**src/rtl/cr_div.sv**
```systemverilog
module cr_div #(
   parameter int LANES = 1,
   parameter int NUM_W = 8,
   parameter int DEN_W = 8,
   parameter int SB_W  = 1
) (
   input  logic                   clock,
   input  logic                   reset,
   input  logic                   en,
   input  logic                   in_valid,
   input  logic [LANES*NUM_W-1:0] num_in,
   input  logic [DEN_W-1:0]       den_in,
   input  logic [SB_W-1:0]        sb_in,
   output logic                   out_valid,
   output logic [LANES*NUM_W-1:0] quot_out,
   output logic [SB_W-1:0]        sb_out
);

   logic [NUM_W-1:0]       valid_ff;
   logic [LANES*NUM_W-1:0] acc_ff   [NUM_W];
   logic [LANES*DEN_W-1:0] rem_ff   [NUM_W];
   logic [DEN_W-1:0]       den_ff   [NUM_W];
   logic [SB_W-1:0]        sb_ff    [NUM_W];
   logic [LANES*NUM_W-1:0] acc_prev [NUM_W];
   logic [LANES*DEN_W-1:0] rem_prev [NUM_W];
   logic [DEN_W-1:0]       den_prev [NUM_W];
   logic [SB_W-1:0]        sb_prev  [NUM_W];
   logic [LANES*NUM_W-1:0] acc_in   [NUM_W];
   logic [LANES*DEN_W-1:0] rem_in   [NUM_W];

   for (genvar s = 0; s < NUM_W; s++) begin : g_prev
      if (s == 0) begin : g_first
         assign acc_prev[s] = num_in;
         assign rem_prev[s] = '0;
         assign den_prev[s] = den_in;
         assign sb_prev[s]  = sb_in;
      end else begin : g_next
         assign acc_prev[s] = acc_ff[s-1];
         assign rem_prev[s] = rem_ff[s-1];
         assign den_prev[s] = den_ff[s-1];
         assign sb_prev[s]  = sb_ff[s-1];
      end
   end

   // one quotient bit per stage, restoring
   always_comb begin
      logic [DEN_W:0]   trial;
      logic [NUM_W-1:0] acc;
      for (int s = 0; s < NUM_W; s++) begin
         for (int l = 0; l < LANES; l++) begin
            acc   = acc_prev[s][l*NUM_W +: NUM_W];
            trial = {rem_prev[s][l*DEN_W +: DEN_W], acc[NUM_W-1]};
            if (trial >= {1'b0, den_prev[s]}) begin
               rem_in[s][l*DEN_W +: DEN_W] = DEN_W'(trial - {1'b0, den_prev[s]});
               acc_in[s][l*NUM_W +: NUM_W] = {acc[NUM_W-2:0], 1'b1};
            end else begin
               rem_in[s][l*DEN_W +: DEN_W] = trial[DEN_W-1:0];
               acc_in[s][l*NUM_W +: NUM_W] = {acc[NUM_W-2:0], 1'b0};
            end
         end
      end
   end

   always_ff @(posedge clock) begin
      if (reset) begin
         valid_ff <= '0;
      end else if (en) begin
         valid_ff <= {valid_ff[NUM_W-2:0], in_valid};
      end
   end

   always_ff @(posedge clock) begin
      if (en) begin
         for (int s = 0; s < NUM_W; s++) begin
            acc_ff[s] <= acc_in[s];
            rem_ff[s] <= rem_in[s];
            den_ff[s] <= den_prev[s];
            sb_ff[s]  <= sb_prev[s];
         end
      end
   end

   assign out_valid = valid_ff[NUM_W-1];
   assign quot_out  = acc_ff[NUM_W-1];
   assign sb_out    = sb_ff[NUM_W-1];

endmodule

```
**config.mk**
```make
export PLATFORM = sky130hd
export DESIGN_NAME = cr_div
export DESIGN_NICKNAME = d
export VERILOG_FILES = /design/src/rtl/cr_div.sv
export SDC_FILE = /design/constraint.sdc
export NUM_CORES = 1
export LEC_CHECK = 0
export BUFFER_PORTS_ARGS = -buffer_cell sky130_fd_sc_hd__buf_4
export CAP_MARGIN = 20
export CORE_MARGIN = 5
export CORE_UTILIZATION = 35
export CTS_CLUSTER_DIAMETER = 50
export DETAILED_ROUTE_END_ITERATION = 12
export PLACE_DENSITY = 0.6
export SYNTH_ARGS = -nofsm -noshare
export SYNTH_HDL_FRONTEND = slang
export SYNTH_SLANG_ARGS = --single-unit
```
**constraint.sdc**
```tcl
create_clock -name clock -period 2.2 [get_ports clock]
set_input_delay 0.11 -clock clock [delete_from_list [all_inputs] [get_ports clock]]
set_output_delay 0.11 -clock clock [all_outputs]
set_load 0.01 [all_outputs]
```
Yosys cells after proc, flatten, opt, wreduce, memory -nomap -nowiden
Memories as Yosys holds them, arrays and structs flattened.
Cells that the tools add are included.
{"block": "classes", "n_addsub": 8, "n_lt_le_gt_ge": 8, "mux": 18}
{"cell": "$mux 8", "count": 8}
{"cell": "$ge 9x8->1", "count": 7}
{"cell": "$sub 8x8->8", "count": 7}
{"cell": "$mux 1", "count": 10}
{"cell": "$ge 1x8->1", "count": 1}
{"cell": "$sub 1x8->8", "count": 1}
{"block": "totals", "word_cells": 39, "register_bits": 8, "ram_bits": 200, "mem_count": 4, "output_inout_bits": 10, "in_bits": 21}
{"memory": "acc_ff", "words": 8, "word_bits": 8, "rd": 8, "rd_ports_with_merged_regs": 0, "wr": 8, "line": "20", "text": "logic [LANES*NUM_W-1:0] acc_ff [NUM_W];"}
{"memory": "den_ff", "words": 8, "word_bits": 8, "rd": 7, "rd_ports_with_merged_regs": 0, "wr": 8, "line": "22", "text": "logic [DEN_W-1:0] den_ff [NUM_W];"}
{"memory": "rem_ff", "words": 8, "word_bits": 8, "rd": 7, "rd_ports_with_merged_regs": 0, "wr": 8, "line": "21", "text": "logic [LANES*DEN_W-1:0] rem_ff [NUM_W];"}
{"memory": "sb_ff", "words": 8, "word_bits": 1, "rd": 8, "rd_ports_with_merged_regs": 0, "wr": 8, "line": "23", "text": "logic [SB_W-1:0] sb_ff [NUM_W];"}

Longest topological paths before layout
Gate-level depths: netlist (run 1).
An unclocked memory read counts as a cell.
{"block": "depth", "word_depth": 3, "depth_mapped": 10, "depth_no_buf": 9}

Worst setup path after synthesis (run 1)
OpenSTA, ideal clock, no wires.
{"block": "synth_path", "path_kind": "reg-to-reg", "from": "memory den_ff[5][0]", "to": "memory rem_ff[6][6] (netlist name), data pin", "stages_incl_launch_ff": 8, "arrival_ps": 1944, "n_path_buf": 0, "setup_time_ps": 260, "slack_ps": -4, "required_ps": 1940, "synth_period_minus_slack_ps": 2204, "path_cell_list": "edfxtp_1 ha_1 fa_1 nor2b_1 o31a_1 nor4_1 a311o_1 mux2_4"}
{"item": "start, declared", "line": "22"}
{"item": "end, declared", "line": "21"}

==> run_results.csv, run 1 <==
group,metric,value,unit
yosys,synth_seq_cells,192,
floorplanning,fp.dieArea,30000,sq um
floorplanning,die_w,173,microns
clock_network,clk_latency,0.44,ns
routing,drt_iter0_drc,266,
place,place.gp.congestion,0.841,
place,numPortBuffers,30,
yosys,synthesis.nets,747,
layout,fin_nets,910,
timing,rsz0062_at_grt,"true",
worst_setup_path,cp-end-kind,"register",
timing,fmax,452,MHz
clock_network,clk_path_buf_depth,2,
routing,viasPerCell,4.73,
run_status,failed_checks,"setup timing",
worst_setup_path,path_class,"reg -> reg",
clock_network,htreeDepth,4,
global_route,grt_pass1_wl,25600,microns
global_route,track_usage,0.103,
timing,period_minus_slack,2.21,ns
timing,tightest_slew,0.470,ns
yosys,syn_area_per_cell,14.1,sq um
clock_network,numCtsBuffers,17,
power_and_ir_drop,p_per_area,1020,nW/um^2
clock_network,clock_sinks,192,
global_route,grt_pass1_vias,5528,
timing,drv_slew,0,
power_and_ir_drop,leakagePower,4.88,nW
timing,final.period_utilization,1.00,
layout,num_antenna_cells,0,
worst_setup_path,cp.required,2.39,ns
routing,wire_per_inst,13.2,microns
layout,synthToLayoutAreaGrowth,29.1,%
power_and_ir_drop,power,12.3,mW
routing,dr_total_vias,5548,
yosys,mappedNetlistArea,9330,sq um
timing,hold_violations,0,
clock_network,cts_tree,"built",
floorplanning,core,26100,sq um
min_path,hp-class,"in -> reg",
yosys,synthCells,662,
routing,first_pass_iters,6,
timing,slew_headroom,0.683,
routing,post-route-drc-count,0,
floorplanning,die_height,173,microns
layout,layout_common_cells,"edfxtp_1 (184), buf_4 (139), inv_1 (69), ha_1 (35), mux2_4 (30)",
clock_network,clkTransAtPathRegs,0.08,ns
timing,setup_viol,1,
yosys,netlist-cell-type-count,49,
place,hpwlAfterDp,10600,microns
yosys,yosysWarnings,0,
worst_setup_path,crit_fanout,2,
floorplanning,io_pins,31,
floorplanning,initial_utilization,0.357,
routing,routed_wirelength,15500,microns
global_route,overflow,0,
yosys,ys_seq_area_frac,0.609,
layout,layoutNonFillerInstCount,1173,
clock_network,ctsRootBufferMaster,"clkbuf_16",
worst_setup_path,cp.arrival,2.40,ns
layout,layout-drive-gt1-share,0.359,
job,cap_violations,0,
place,dp.cells,1079,
yosys,async_reset_ff_frac,0,
timing,fin_skew,0.0140,ns
power_and_ir_drop,ir_drop,425,uV
layout,layout_commonest_cell,"edfxtp_1",
yosys,synth_edf_count,184,
run_status,run_status,"finished with violations",
worst_setup_path,start_kind,"register",
timing,finalWorstSetupSlack,-0.0105,ns
floorplanning,rows,59,
yosys,synth_flop_cell,"edfxtp_1",
routing,antenna_left,0,
global_route,antenna_found_initial,0,
timing,hold_slack,0.175,ns
global_route,grt_max_degree,48,
[per-layer routing]
metal / vias to the layer above / track usage / part of all wire
li1: 2777 / - / -
met1: 2682 / 0.109 / 0.39
met2: 67 / 0.198 / 0.57
met3: 22 / 0.0216 / 0.025
met4: 0 / 0.0389 / 0.018
met5: - / 0 / 0
[timing repair]
action | CTS | global route
hold buffers | 19 | 0
buffers inserted | 9 | 34
pin swaps | 6 | 39
endpoints found under the hold margin | 26 | 0
resized for setup | 29 | 60
setup endpoints to repair | 34 | 45
[kinds of logic after synthesis]
family,synth area share
AO/OA/AOI/OAI,0.0996
multiplexers,0.0721
XOR/XNOR,0.0178
buffers and inverters,0.0499
adder cells (fa/ha/maj),0.0906
AND/OR/NAND/NOR,0.0606
flip-flops,0.609
[flip-flops by register name, summed over array words and instances, names as in the netlist]
name / cells
acc_ff: 64
den_ff: 56
rem_ff: 56
sb_ff: 8
valid_ff: 8
[critical path, cell delays in order (launching register included)]
cell	delay [ns]
edfxtp_1	0.43
ha_4	0.20
fa_2	0.39
nor2b_4	0.13
o31a_1	0.18
nor4_1	0.06
a311o_1	0.31
mux2_4	0.26
[power by group]
group / total (mW) / switching [mW] / internal [mW]
clock network: 3.02 / 1.45 / 1.56
logic: 4.27 / 1.80 / 2.47
registers: 4.98 / 0.259 / 4.72
[through the flow]
stage                     cell area [sq um]  TNS, ns  worst slack [ns]   util
final                                 12000  -0.0105           -0.0105  0.461
after global routing                  12000   -0.872           -0.0964  0.461
after CTS                             11500  -0.0554           -0.0554  0.439
after detailed placement              10500    -1.79           -0.0991  0.401
after global placement                10500    -1.32           -0.0909  0.401
after floorplan                        9330        0            0.0357      -
[path summary, 6_finish.rpt]
check                start       endpoint  slack (ns)  depth (start not counted)
min reg2reg  acc_ff[0][20]  acc_ff[0][29]        0.41                          0
max           den_ff[0][0]   rem_ff[1][6]       -0.01                          7
min                     en    sb_ff[0][2]        0.17                          1
max reg2reg   den_ff[0][0]   rem_ff[1][6]       -0.01                          7
[area by class of cell]
cell class | instances | area, sq um
clock buffers | 20 | 457
clock inverters | 12 | 120
fillers | 2329 | 14100
inverters | 82 | 308
multi-input cells | 365 | 3660
flip-flops and latches | 192 | 5690
well taps | 335 | 419
repair buffers | 167 | 1400
[cell usage after synthesis, types with 12 or more instances]
library cell,n,area share
mux2_4,24,0.039
nand3_1,12,0.0064
edfxtp_1,184,0.59
ha_1,58,0.078
nor2_1,32,0.013
xnor2_1,16,0.015
o21ai_0,14,0.0075
a21oi_1,23,0.012
a21o_1,17,0.014
nor3_1,19,0.010
mux2i_1,20,0.021
inv_1,82,0.033
No activity file was read; power rests on OpenSTA's default activity.
==> run 2: changes to the inputs <==
--- a/config.mk
+++ b/config.mk
@@ -12,6 +12,7 @@
 export CTS_CLUSTER_DIAMETER = 50
 export DETAILED_ROUTE_END_ITERATION = 12
 export PLACE_DENSITY = 0.6
+export RECOVER_POWER = 50
 export SYNTH_ARGS = -nofsm -noshare
 export SYNTH_HDL_FRONTEND = slang
 export SYNTH_SLANG_ARGS = --single-unit
==> run 2 against run 1 <==
  * The flow still finishes with violations (setup timing)
  * Via count about the same
  * Global-route usage unchanged
  * Routed wire length about the same
  * Sequential power about the same
  * Setup slack worse by 0.00088 ns
  * Register-to-register slack about the same
  * Die area unchanged
  * Clock power about the same
  * First-iteration DRC count unchanged
  * Total power down 0.11%
  * Sequential share of layout area up 0.26 points
  * Critical path type unchanged
  * Critical endpoint unchanged
  * Largest power group unchanged
==> run_results.csv, run 2 (same netlist as run 1, synthesis figures left out) <==
group,metric,value,unit
clock_network,numCtsBuffers,17,
layout,layout_commonest_cell,"edfxtp_1",
floorplanning,die_height,173,microns
layout,layoutNonFillerInstCount,1173,
timing,fmax,452,MHz
clock_network,clk_latency,0.44,ns
layout,top_regs,"acc_ff x64, den_ff x56, rem_ff x56",
timing,hold_violations,0,
run_status,failed_checks,"setup timing",
timing,rsz0062_at_grt,"true",
timing,setup_viol,1,
timing,final.period_utilization,1.01,
power_and_ir_drop,ir_drop,421,uV
timing,fin_skew,0.0151,ns
timing,slew_headroom,0.228,
global_route,grt_max_degree,48,
layout,layout_common_cells,"edfxtp_1 (184), buf_4 (123), inv_1 (69), ha_1 (35), mux2_4 (30)",
place,hpwlAfterDp,10600,microns
routing,drt_iter0_drc,266,
routing,antenna_left,0,
global_route,grt_pass1_wl,25600,microns
worst_setup_path,r2r_start,"den_ff[0][0]",
routing,dr_total_vias,5546,
floorplanning,rows,59,
worst_setup_path,cp.arrival,2.40,ns
routing,viasPerCell,4.73,
layout,finish.utilization,0.459,
min_path,hp-class,"in -> reg",
timing,period_minus_slack,2.21,ns
routing,routed_wirelength,15500,microns
min_path,whs_endpoint,"acc_ff[0][6]",
clock_network,cts_tree,"built",
place,dp.cells,1079,
global_route,grt_pass1_vias,5528,
min_path,min_path_cells,2,
job,cap_violations,0,
clock_network,clkTransAtPathRegs,0.08,ns
layout,layout-drive-gt1-share,0.351,
layout,regMostFlops,"acc_ff",
worst_setup_path,reg2reg_slack,-0.01,ns
floorplanning,core,26100,sq um
global_route,antenna_found_initial,0,
layout,finalInstanceArea,12000,sq um
layout,synthToLayoutAreaGrowth,28.4,%
clock_network,clk_path_buf_depth,2,
floorplanning,initial_utilization,0.357,
floorplanning,io_pins,31,
global_route,overflow,0,
routing,wire_per_inst,13.2,microns
routing,post-route-drc-count,0,
worst_setup_path,path_class,"reg -> reg",
place,numPortBuffers,30,
power_and_ir_drop,leakagePower,4.84,nW
worst_setup_path,cp.required,2.39,ns
worst_setup_path,r2r_cells,7,
worst_setup_path,cp-end-kind,"register",
layout,largest_register_ffs,64,
layout,num_antenna_cells,0,
global_route,track_usage,0.103,
floorplanning,fp.dieArea,30000,sq um
clock_network,ctsRootBufferMaster,"clkbuf_16",
timing,finalWorstSetupSlack,-0.0114,ns
worst_setup_path,worstReg2RegEnd,"rem_ff[1][6]",
place,place_area,10500,sq um
min_path,hp-start,"num_in[5]",
clock_network,htreeDepth,4,
run_status,run_status,"finished with violations",
place,place.gp.congestion,0.841,
layout,fin_nets,910,
floorplanning,die_w,173,microns
worst_setup_path,crit_fanout,2,
worst_setup_path,start_kind,"register",
timing,drv_slew,0,
clock_network,clock_sinks,192,
power_and_ir_drop,p_per_area,1020,nW/um^2
timing,tightest_slew,1.16,ns
routing,first_pass_iters,4,
[run 2: cell count changes in the layout (fill, tap and decap cells not counted)]
cell | previous run | this run
buf_4 | 139 | 123
clkbuf_4 | 0 | 9
clkbuf_1 | 1 | 8
clkbuf_2 | 0 | 3
buf_12 | 7 | 5
clkbuf_8 | 3 | 2
[run 2: cell type report]
class,count,area (sq um)
clock buffer,20,457
sequential,192,5690
fill,2346,14100
inverter,82,308
tap,335,419
clock inverter,12,120
timing repair buffer,167,1330
multi-input combinational,365,3660
[run 2: through the flow]
stage / hold WS [ns] / setup WS (ns) / total power [mW] / setup TNS [ns]
floorplan: 0.209 / 0.0357 / 7.61 / 0
global placement: 0.288 / -0.0909 / 8.69 / -1.32
detailed placement: 0.290 / -0.0991 / 8.77 / -1.79
CTS: 0.163 / -0.0554 / 12.0 / -0.0554
global route: 0.390 / -0.0964 / 13.0 / -0.872
finish: 0.400 / -0.0114 / 12.3 / -0.0114
[run 2: worst max path at each step]
stage                             from            to  slack (ns)  cells past startpoint
final                     den_ff[0][0]  rem_ff[1][6]       -0.01                      7
after global routing      acc_ff[0][7]  rem_ff[1][6]        -0.1                      8
after CTS                 den_ff[5][0]  rem_ff[6][6]       -0.06                      7
after detailed placement  den_ff[0][0]  rem_ff[1][6]        -0.1                      7
after global placement    rem_ff[4][5]  rem_ff[5][4]       -0.09                      6
after floorplan           den_ff[5][0]  rem_ff[6][6]        0.04                      7
[run 2: power by group]
group / internal, mW / switching [mW] / total, mW
Combinational: 2.46 / 1.80 / 4.26
Clock: 1.56 / 1.45 / 3.01
Sequential: 4.72 / 0.259 / 4.98
Total: 8.74 / 3.51 / 12.3
[run 2: worst max-delay path, stage by stage, from the launching register on]
cell      delay (ns)
edfxtp_1        0.43
ha_4            0.20
fa_2            0.39
nor2b_4         0.13
o31a_1          0.18
nor4_1          0.06
a311o_1         0.31
mux2_4          0.26
[run 2: repair_timing]
item	CTS	global route
setup endpoints to repair	34	45
hold buffers	19	0
gates resized for setup	29	60
pin swaps	6	39
endpoints found under the hold margin	26	0
buffers inserted	9	34
[run 2: per-layer routing]
metal,vias to the layer above,global-route usage,share of wire
li1,2777,-,-
met1,2681,0.109,0.39
met2,66,0.198,0.57
met3,22,0.0216,0.026
met4,0,0.0389,0.019
met5,-,0,0
