<file path="src/rtl/cr_sqrt.sv">
module cr_sqrt #(
   parameter int OUT_W = 8,
   parameter int SB_W  = 1
) (
   input  logic               clock,
   input  logic               reset,
   input  logic               en,
   input  logic               in_valid,
   input  logic [2*OUT_W-1:0] val_in,
   input  logic [SB_W-1:0]    sb_in,
   output logic               out_valid,
   output logic [OUT_W-1:0]   root_out,
   output logic [SB_W-1:0]    sb_out
);

   localparam int RM_W = OUT_W + 1;

   logic [OUT_W-1:0]   valid_ff;
   logic [2*OUT_W-1:0] val_ff    [OUT_W];
   logic [RM_W-1:0]    rem_ff    [OUT_W];
   logic [OUT_W-1:0]   root_ff   [OUT_W];
   logic [SB_W-1:0]    sb_ff     [OUT_W];
   logic [2*OUT_W-1:0] val_prev  [OUT_W];
   logic [RM_W-1:0]    rem_prev  [OUT_W];
   logic [OUT_W-1:0]   root_prev [OUT_W];
   logic [SB_W-1:0]    sb_prev   [OUT_W];
   logic [RM_W-1:0]    rem_in    [OUT_W];
   logic [OUT_W-1:0]   root_in   [OUT_W];

   for (genvar s = 0; s < OUT_W; s++) begin : g_prev
      if (s == 0) begin : g_first
         assign val_prev[s]  = val_in;
         assign rem_prev[s]  = '0;
         assign root_prev[s] = '0;
         assign sb_prev[s]   = sb_in;
      end else begin : g_next
         assign val_prev[s]  = val_ff[s-1];
         assign rem_prev[s]  = rem_ff[s-1];
         assign root_prev[s] = root_ff[s-1];
         assign sb_prev[s]   = sb_ff[s-1];
      end
   end

   // one root bit per stage
   always_comb begin
      logic [RM_W+1:0] trial;
      logic [RM_W+1:0] sub;
      for (int s = 0; s < OUT_W; s++) begin
         trial = {rem_prev[s], val_prev[s][2*OUT_W-1 -: 2]};
         sub   = (RM_W+2)'({root_prev[s], 2'b01});
         if (trial >= sub) begin
            rem_in[s]  = RM_W'(trial - sub);
            root_in[s] = {root_prev[s][OUT_W-2:0], 1'b1};
         end else begin
            rem_in[s]  = RM_W'(trial);
            root_in[s] = {root_prev[s][OUT_W-2:0], 1'b0};
         end
      end
   end

   always_ff @(posedge clock) begin
      if (reset) begin
         valid_ff <= '0;
      end else if (en) begin
         valid_ff <= {valid_ff[OUT_W-2:0], in_valid};
      end
   end

   always_ff @(posedge clock) begin
      if (en) begin
         for (int s = 0; s < OUT_W; s++) begin
            val_ff[s]  <= {val_prev[s][2*OUT_W-3:0], 2'b00};
            rem_ff[s]  <= rem_in[s];
            root_ff[s] <= root_in[s];
            sb_ff[s]   <= sb_prev[s];
         end
      end
   end

   assign out_valid = valid_ff[OUT_W-1];
   assign root_out  = root_ff[OUT_W-1];
   assign sb_out    = sb_ff[OUT_W-1];

endmodule

</file>
<file path="config.mk">
export PLATFORM = sky130hd
export DESIGN_NAME = cr_sqrt
export DESIGN_NICKNAME = d
export VERILOG_FILES = /design/src/rtl/cr_sqrt.sv
export SDC_FILE = /design/constraint.sdc
export NUM_CORES = 1
export LEC_CHECK = 0
export BUFFER_PORTS_ARGS = -buffer_cell sky130_fd_sc_hd__buf_2
export CORE_ASPECT_RATIO = 0.8
export CORE_MARGIN = 4
export CORE_UTILIZATION = 35
export DETAILED_ROUTE_END_ITERATION = 12
export SLEW_MARGIN = 40
export SYNTH_ARGS = -nofsm -noshare
export SYNTH_HDL_FRONTEND = slang
export SYNTH_SLANG_ARGS = --single-unit
</file>
<file path="constraint.sdc">
create_clock -name clock -period 2.08 [get_ports clock]
set_clock_uncertainty 0.15 [all_clocks]
set_input_delay 0 -clock clock [delete_from_list [all_inputs] [get_ports clock]]
set_output_delay 0 -clock clock [all_outputs]
set_load 0.1 [all_outputs]
</file>
Yosys cells after proc, flatten, opt, wreduce, memory -nomap -nowiden. Memory sizes are Yosys's and may differ from the RTL's. Cells that the tools add are included.

$lt $le $gt $ge: 8. Mux-type cells: 18. Add/sub/neg operators: 8.

Operator list (count): 11-bit by 10-bit greater-or-equal comparator with 1-bit output (7); 9-bit two-way mux (8); 9-bit subtractor (7); 1-bit two-way mux (10); 2-bit by 1-bit subtractor with 3-bit output, second input constant (1); 2-bit by 1-bit greater-or-equal comparator with 1-bit output, second input constant (1).

Memories: 4. RAM bits: 256. Register bits after elaboration: 8. Bits of input ports: 21.

Memories: val_ff (words 8, bits a word 14, read ports 7, clocked after Yosys merged registers in 0, wr ports 8, line 19) `logic [2*OUT_W-1:0] val_ff [OUT_W];`; rem_ff (words 8, bits a word 9, read ports 7, clocked after Yosys merged registers in 0, wr ports 8, line 20) `logic [RM_W-1:0] rem_ff [OUT_W];`; root_ff (words 8, bits a word 8, read ports 8, clocked after Yosys merged registers in 0, wr ports 8, line 21) `logic [OUT_W-1:0] root_ff [OUT_W];`; sb_ff (words 8, bits a word 1, read ports 8, clocked after Yosys merged registers in 0, wr ports 8, line 22) `logic [SB_W-1:0] sb_ff [OUT_W];`.

Logic depth before layout (Yosys ltp). Gate-level depths: netlist of run 1. An unclocked memory read counts as a cell.

Depth in word-level cells: 3. Mapped depth: 8. Gate-level depth less buffers: 8.

Worst setup path after synthesis of run 1. Ideal clock, no wire load.

Path type: register to register. From: memory rem_ff[2][0] (netlist bit). To: memory rem_ff[3][2] (netlist bit) (data pin). Cell stages (with the launch flop): 8. Data required time: 1668 ps. Path slack: -203 ps. Period minus slack after synthesis: 2283 ps. Data arrival time: 1871 ps. Cells stage by stage: edfxtp_1 ha_1 o21a_1 o21a_1 o21ai_0 and3_1 buf_2 mux2_1.

RTL lines (line): from (decl) (20).

==> metrics, run 1 <==
outcome=complete, but fails checks; failing checks=negative setup slack; critical path data required time=2.10 ns; Setup WS pre-CTS=-0.224 ns; final slew viol count=0; top-count cell post-synth=edfxtp_1; initial antenna violation count=0; share of layout cells above drive strength 1=0.354; Total GRT Usage=0.113; Worst-path clk slew=0.06 ns; pin count of the biggest net entering global routing=66; global route overflow=0; fin nets=736; PnR worst setup slack=-0.155 ns; worst reg2reg startpoint=root_ff[0][26]; Reg-to-Reg End=rem_ff[4][6]; Synth Cell Area=0.00725 mm2; crit path cell chain=inv_2 > ha_4 > a21o_1 > a211o_1 > or3_4 > buf_4 > nand3b_1 > xnor2_1; length of routed met3 wiring=398 um; CP Capture Type=flip-flop; leakage=0.00378 uW; Detail Placement HPWL=8210 um; fillers=1,711; Clock Root Buffer=clkbuf_16; n_diodes=0; Die Height=137 um; Reg2Reg Setup Slack=-0.16 ns; RSZ-0062 raised after global routing=yes; worst hold path cell count=2; top sig layer=met4; maximum fanout along the worst path=4; CTS tree=done; Hold Path Class=in -> reg; Synth top cells by count=edfxtp_1 (157), inv_1 (49), ha_1 (41); Row Count=46; total CTS buffers=17; Skew-Pair Late Insertion Delay=0.42 ns; WL final=12,900 um; Flop pwr share=0.483; Avg Vias per Cell=4.66; Synth Register Bits=165; IR Drop Worst-Case VDD=0.413 mV; Async SR Flop Fraction=0; slowest CP cell=edfxtp_1; Iteration-0 DRC Markers=239; routability cong.=0.849; Sw Share=0.254; Pwr per Cell Area=889 mW/mm2; fmax=0.447 GHz; maximum root-to-sink buffer count=2; # setup viols final=19; Synth area leader=edfxtp_1; io pins=31; Final period util=1.07; share of the synthesized area in the top cell type=0.650; Yosys cell types=50; DP Area=0.00835 mm2; Mean Syn Cell Area=14.0 um2; CP Launch Point=root_ff[0][26]; via count=4,432; Worst setup SP type=flip-flop; core area=0.0201 mm2; hold wc startpoint=val_in[11]; post-synthesis sequential area ratio=0.672; switching pwr=2190 uW; Final ANT Viol Nets=0; Synth Instances=517; Layout area overhead=33.7%; vias in the first global route=4,494; first-pass GRT wire length=20,700 um; drt pass-1 iters=4; area occupied by multi-input gates=0.00253 mm2; starting density of the core=0.361; Register Area=0.00487 mm2; Final Cell Area=0.00970 mm2; H-tree depth=4; metal1 wirelength=5620 um; width of the die=169 um; Int Power=6430 uW; WL/cell=13.6 um; Worst EP arrival=2.25 ns; Post-synth EDFFs=157; IO Port Bufs=30; max-cap viol count=0; Synth Warn #=0; clock share of power=0.344; Worst Setup Path Type=reg -> reg; Worst Hold Endpoint=val_ff[0][11]; power share of the combinational group=0.173; drt drc=0; critical path's largest stage delay=0.40 ns; Synth Flop Type=edfxtp_1; Tot Pwr=8630 uW; fin crit period=2.24 ns; Fin. Hold Viols=0; R2R cell count=8; top post-synthesis cells by area=edfxtp_1 (65%), ha_1 (7.1%), inv_1 (2.5%), dfxtp_1 (2.2%), o21ai_0 (2.1%); Met2 Wirelength=6620 um; syn_nets=579; Die Area=0.0231 mm2; clock sink total=165
-- cells by family after synthesis --
logic type | after synthesis | share of synthesized area
fa+ha+maj | 41 | 0.0707
other cells | 1 | 0.000517
mux | 18 | 0.0260
flops | 165 | 0.672
buf+inv | 64 | 0.0380
simple gates | 110 | 0.0804
compound gates | 91 | 0.0797
xor+xnor | 27 | 0.0326
-- placed cells by master, fill, tap and decap left out, drive strengths merged, types with 2 or more instances in the layout --
master	Yosys	layout
edfxtp	157	157
buf	13	127
inv	50	55
ha	41	41
o21ai	32	32
nor2	31	31
dlygate4sd3	0	24
nand2	23	23
clkbuf	1	19
a21oi	19	19
xnor2	15	15
xor2	12	12
mux2i	11	11
o21a	9	9
nor2b	8	8
dfxtp	8	8
nor3	8	8
or4	8	8
o31ai	8	8
mux2	7	7
nand2b	6	6
a21o	5	5
a31oi	5	5
clkinv	0	5
nor4	4	4
nand3b	4	4
and2	4	4
or3	4	4
clkinvlp	0	3
a21boi	3	3
nand3	3	3
a211oi	3	3
nand4	2	2
o21bai	2	2
nor3b	2	2
-- state kept, by name, summed over array words and instances (netlist names) --
signal and flops:
root_ff 36, val_ff 56, valid_ff 8, sb_ff 8
rem_ff 57
-- worst max path at each step --
stage / endpoint / cells past startpoint
2_1_floorplan: rem_ff[4][5] / 6
3_5_place_dp: rem_ff[3][8] / 7
6_report: rem_ff[4][6] / 8
5_1_grt: rem_ff[4][6] / 8
4_1_cts: rem_ff[4][5] / 6
3_3_place_gp: rem_ff[4][2] / 7
-- worst max-delay path: cells and delay by family, from the launching register on --
kind	cells	cell delay, ns
and+or+nand+nor	2	0.47
AOI/OAI and AO/OA	2	0.44
DFF	1	0.40
buffers and inverters	2	0.25
adders and majority gates	1	0.20
xor gates and xnor gates	1	0.07
-- power groups by stage --
stage | Combinational (uW) | Clock [uW] | Sequential [uW]
after detailed placement | 1210 | 0 | 4230
after CTS | 1310 | 3050 | 4160
after global routing | 1630 | 3240 | 4190
after floorplan | 780 | 0 | 4190
final | 1490 | 2960 | 4170
after global placement | 1170 | 0 | 4220
-- repair_timing --
item	4_1_cts	5_1_grt
endpoints found under the hold margin	36	0
hold buffers	24	0
cloned	1	2
endpoints found under the setup margin	39	48
pin swaps	8	18
setup buffers	9	14
resized for setup	25	65
-- area by class of cell --
cell class | count | area share
inverters | 50 | 0.0199
well taps | 264 | 0.0341
repair buffers | 152 | 0.125
multi-input cells | 288 | 0.261
clock inverters | 14 | 0.0130
flip-flops and latches | 165 | 0.503
clock buffers | 18 | 0.0443
-- per-stage QoR --
| stage | std cells | TNS [ns] | hold WS (ns) | utilization |
|---|---|---|---|---|
| 2_1_floorplan | 517 | -0.494 | -0.0511 | - |
| 3_3_place_gp | 870 | -1.07 | 0.0274 | 0.416 |
| 3_5_place_dp | 870 | -2.47 | 0.0281 | 0.416 |
| 4_1_cts | 936 | -0.895 | 0.106 | 0.463 |
| 5_1_grt | 951 | -3.26 | 0.117 | 0.483 |
| 6_report | 951 | -1.26 | 0.136 | 0.483 |
-- routing by layer --
metal / global-route usage / up-vias
li1: - / 2214
met1: 0.132 / 2129
met2: 0.195 / 65
met3: 0.0361 / 24
met4: 0.0460 / 0
met5: 0 / -
No activity file was read; power rests on OpenSTA's default activity.
==> inputs of run 2 (changes only) <==
--- a/config.mk
+++ b/config.mk
@@ -5,8 +5,9 @@
 export SDC_FILE = /design/constraint.sdc
 export NUM_CORES = 1
 export LEC_CHECK = 0
+export ABC_AREA = 1
 export BUFFER_PORTS_ARGS = -buffer_cell sky130_fd_sc_hd__buf_2
-export CORE_ASPECT_RATIO = 0.8
+export CORE_ASPECT_RATIO = 0.6
 export CORE_MARGIN = 4
 export CORE_UTILIZATION = 35
 export DETAILED_ROUTE_END_ITERATION = 12
==> run 2 against run 1 <==
The run now ends clean. First-iteration DRC count up 70%. Sequential share of layout area rose by 0.62 points. Sequential cell count stayed put. Core utilization shrank 5.0 points. Fmax rose by 12%. Critical path type unchanged. Largest cell class unchanged.
==> metrics, run 2 <==
outcome=completed; fmax=0.500 GHz (+12%); CP Capture Type=flip-flop; CTS tree=done; io pins=31 (unchanged); Yosys cell types=40 (-20%); WL final=14,200 um (+10%); Worst setup SP type=flip-flop; Async SR Flop Fraction=0 (unchanged); Synth area leader=edfxtp_1; maximum root-to-sink buffer count=2 (unchanged); worst hold path cell count=2 (unchanged); top-count cell post-synth=nand2_1; Synth Instances=743 (+44%); Iteration-0 DRC Markers=406 (+70%); total CTS buffers=17 (unchanged); pin count of the biggest net entering global routing=54 (-18%); R2R cell count=9 (+1); WL/cell=12.4 um (-8.6%); final slew viol count=0 (unchanged); Synth Cell Area=0.00789 mm2 (+8.8%); Synth Register Bits=165 (unchanged); H-tree depth=4 (unchanged); Post-synth EDFFs=157 (unchanged); starting density of the core=0.357 (-0.00435); # setup viols final=0 (-19); n_diodes=0 (unchanged); Layout area overhead=21.4%; drt drc=0 (unchanged); area occupied by multi-input gates=0.00262 mm2 (+3.4%); Skew-Pair Late Insertion Delay=0.42 ns (about the same); max-cap viol count=0 (unchanged); IO Port Bufs=30 (unchanged); DP Area=0.00855 mm2 (+2.3%); initial antenna violation count=0 (unchanged); fillers=2,086 (+22%); first-pass GRT wire length=23,800 um (+15%); Synth Flop Type=edfxtp_1; drt pass-1 iters=5 (+1); leakage=0.00410 uW (+8.7%); core area=0.0221 mm2 (+10%); Die Area=0.0251 mm2 (+8.6%); Min Hold Slack=0.130 ns (-0.00572 ns); Worst-path clk slew=0.07 ns (about the same); critical path data required time=2.09 ns (about the same); number of flip-flops under the largest register name=57 (unchanged); Total GRT Usage=0.118 (+0.00508); top flop regs=rem_ff x57, val_ff x56, root_ff x36; Register Area=0.00487 mm2 (unchanged); worst reg2reg startpoint=rem_ff[2][0]; Worst Setup Path Type=reg -> reg; slew margin rel.=0.636; Row Count=42 (-8.7%); Worst EP arrival=2.01 ns (-0.24 ns); Mean Syn Cell Area=10.6 um2 (-24%); global route overflow=0 (unchanged); Fin. Hold Viols=0 (unchanged); Pwr per Cell Area=917 mW/mm2 (+3.1%); Detail Placement HPWL=9840 um (+20%); commonest non-fill, non-tap cell in the layout=nand2_1; Final period util=0.961 (-0.113); most frequent cells in the layout=nand2_1 (206), edfxtp_1 (157), inv_1 (127); IR Drop Worst-Case VDD=0.612 mV (+48%); Clock Root Buffer=clkbuf_16; Final Cell Area=0.00958 mm2 (-1.2%); syn_nets=805 (+39%); Synth top cells by count=nand2_1 (208), edfxtp_1 (157), inv_1 (127); Final ANT Viol Nets=0 (unchanged); fin nets=889 (+21%); Reg2Reg Setup Slack=0.08 ns (+0.24 ns); Die Height=124 um (-9.1%); Worst Hold Endpoint=val_ff[0][3]; via count=4,985 (+12%); Finished Core Util=0.433 (-0.0498); hold wc startpoint=val_in[3]; vias in the first global route=4,709 (+4.8%); post-synthesis sequential area ratio=0.618 (-0.0544); clock sink total=165 (unchanged); Avg Vias per Cell=4.34 (-6.8%); width of the die=202 um (+19%); Worst-Margin Slew=0.547 ns; RSZ-0062 raised after global routing=yes; Hold Path Class=in -> reg; fin crit period=2.00 ns (-0.235 ns); Reg-to-Reg End=rem_ff[3][4]; Biggest register=rem_ff; Synth Warn #=0 (unchanged); maximum fanout along the worst path=9 (+5); top post-synthesis cells by area=edfxtp_1 (60%), nand2_1 (9.9%), ha_1 (6.5%), inv_1 (6.0%), nand3_1 (2.1%); share of layout cells above drive strength 1=0.170 (-0.183); routability cong.=0.836 (-1.4%); share of the synthesized area in the top cell type=0.597 (-0.0527)
==> run 2: cell count changes in the layout (fill, tap and decap cells not counted), moves of 7 or more <==
| cell | before | now |
|---|---|---|
| nand2_1 | 16 | 206 |
| inv_1 | 42 | 127 |
| buf_4 | 86 | 19 |
| nand3_1 | 2 | 33 |
| mux2i_1 | 11 | 0 |
| a21oi_1 | 16 | 26 |
| nor2_1 | 23 | 32 |
| xnor2_1 | 14 | 5 |
| nor2b_1 | 8 | 0 |
| o21a_1 | 8 | 1 |
| o21ai_0 | 18 | 11 |
==> run 2: cell type report <==
| type | instances | area share |
|---|---|---|
| flip-flops and latches | 165 | 0.509 |
| well taps | 308 | 0.0402 |
| inverters | 128 | 0.0502 |
| clock buffers | 19 | 0.0452 |
| multi-input cells | 438 | 0.273 |
| repair buffers | 77 | 0.0667 |
| clock inverters | 13 | 0.0154 |
==> run 2: metrics by stage <==
step	TNS [ns]	instances	setup slack (ns)	power [uW]
floorplan	0	743	0.231	5170
global placement	-0.0327	1087	-0.00995	5560
detailed placement	-0.0523	1087	-0.0265	5570
CTS	0	1141	0.00677	8760
global route	-0.0187	1148	-0.0129	9290
finish	0	1148	0.0803	8790
==> run 2: power by group <==
part	switching, uW	internal (uW)
logic	885	579
registers	175	4020
clock network	1340	1790
==> run 2: worst max-delay path, cell delays in order, from the launching register on <==
cell	delay, ns
edfxtp_1	0.42
ha_1	0.38
o21ai_0	0.10
nand2_1	0.14
nand2_1	0.11
nand2_2	0.10
nor2_4	0.05
buf_12	0.13
nand2_1	0.07
o21ai_2	0.08
==> run 2: logic make-up after synthesis <==
family                     Yosys count  synth area share
adders and majority gates           41            0.0650
other                                1          0.000475
buffers and inverters              141            0.0742
xor gates and xnor gates            15            0.0166
and+or+nand+nor                    314             0.174
AOI/OAI and AO/OA                   66            0.0522
DFF                                165             0.618
==> run 2: worst max path at each step <==
| stage | startpoint | to | cells after the start |
|---|---|---|---|
| 2_1_floorplan | rem_ff[5][0] | rem_ff[6][0] | 9 |
| 3_3_place_gp | rem_ff[5][0] | rem_ff[6][7] | 9 |
| 3_5_place_dp | rem_ff[5][0] | rem_ff[6][0] | 9 |
| 4_1_cts | rem_ff[3][2] | rem_ff[4][3] | 8 |
| 5_1_grt | rem_ff[1][0] | rem_ff[2][6] | 7 |
| 6_report | rem_ff[2][0] | rem_ff[3][4] | 9 |
==> run 2: layer usage <==
layer | global-route usage | vias to the layer above | share of wire
li1 | - | 2616 | -
met1 | 0.194 | 2285 | 0.59
met2 | 0.144 | 74 | 0.36
met3 | 0.0354 | 10 | 0.042
met4 | 0.0361 | 0 | 0.0088
met5 | 0 | - | 0
==> run 2: repair_timing <==
action	4_1_cts	5_1_grt
gates cloned	0	1
resized for setup	2	23
setup buffers	0	6
pin swaps	0	2
endpoints found under the hold margin	72	0
hold buffers	22	0
setup endpoints to repair	8	36
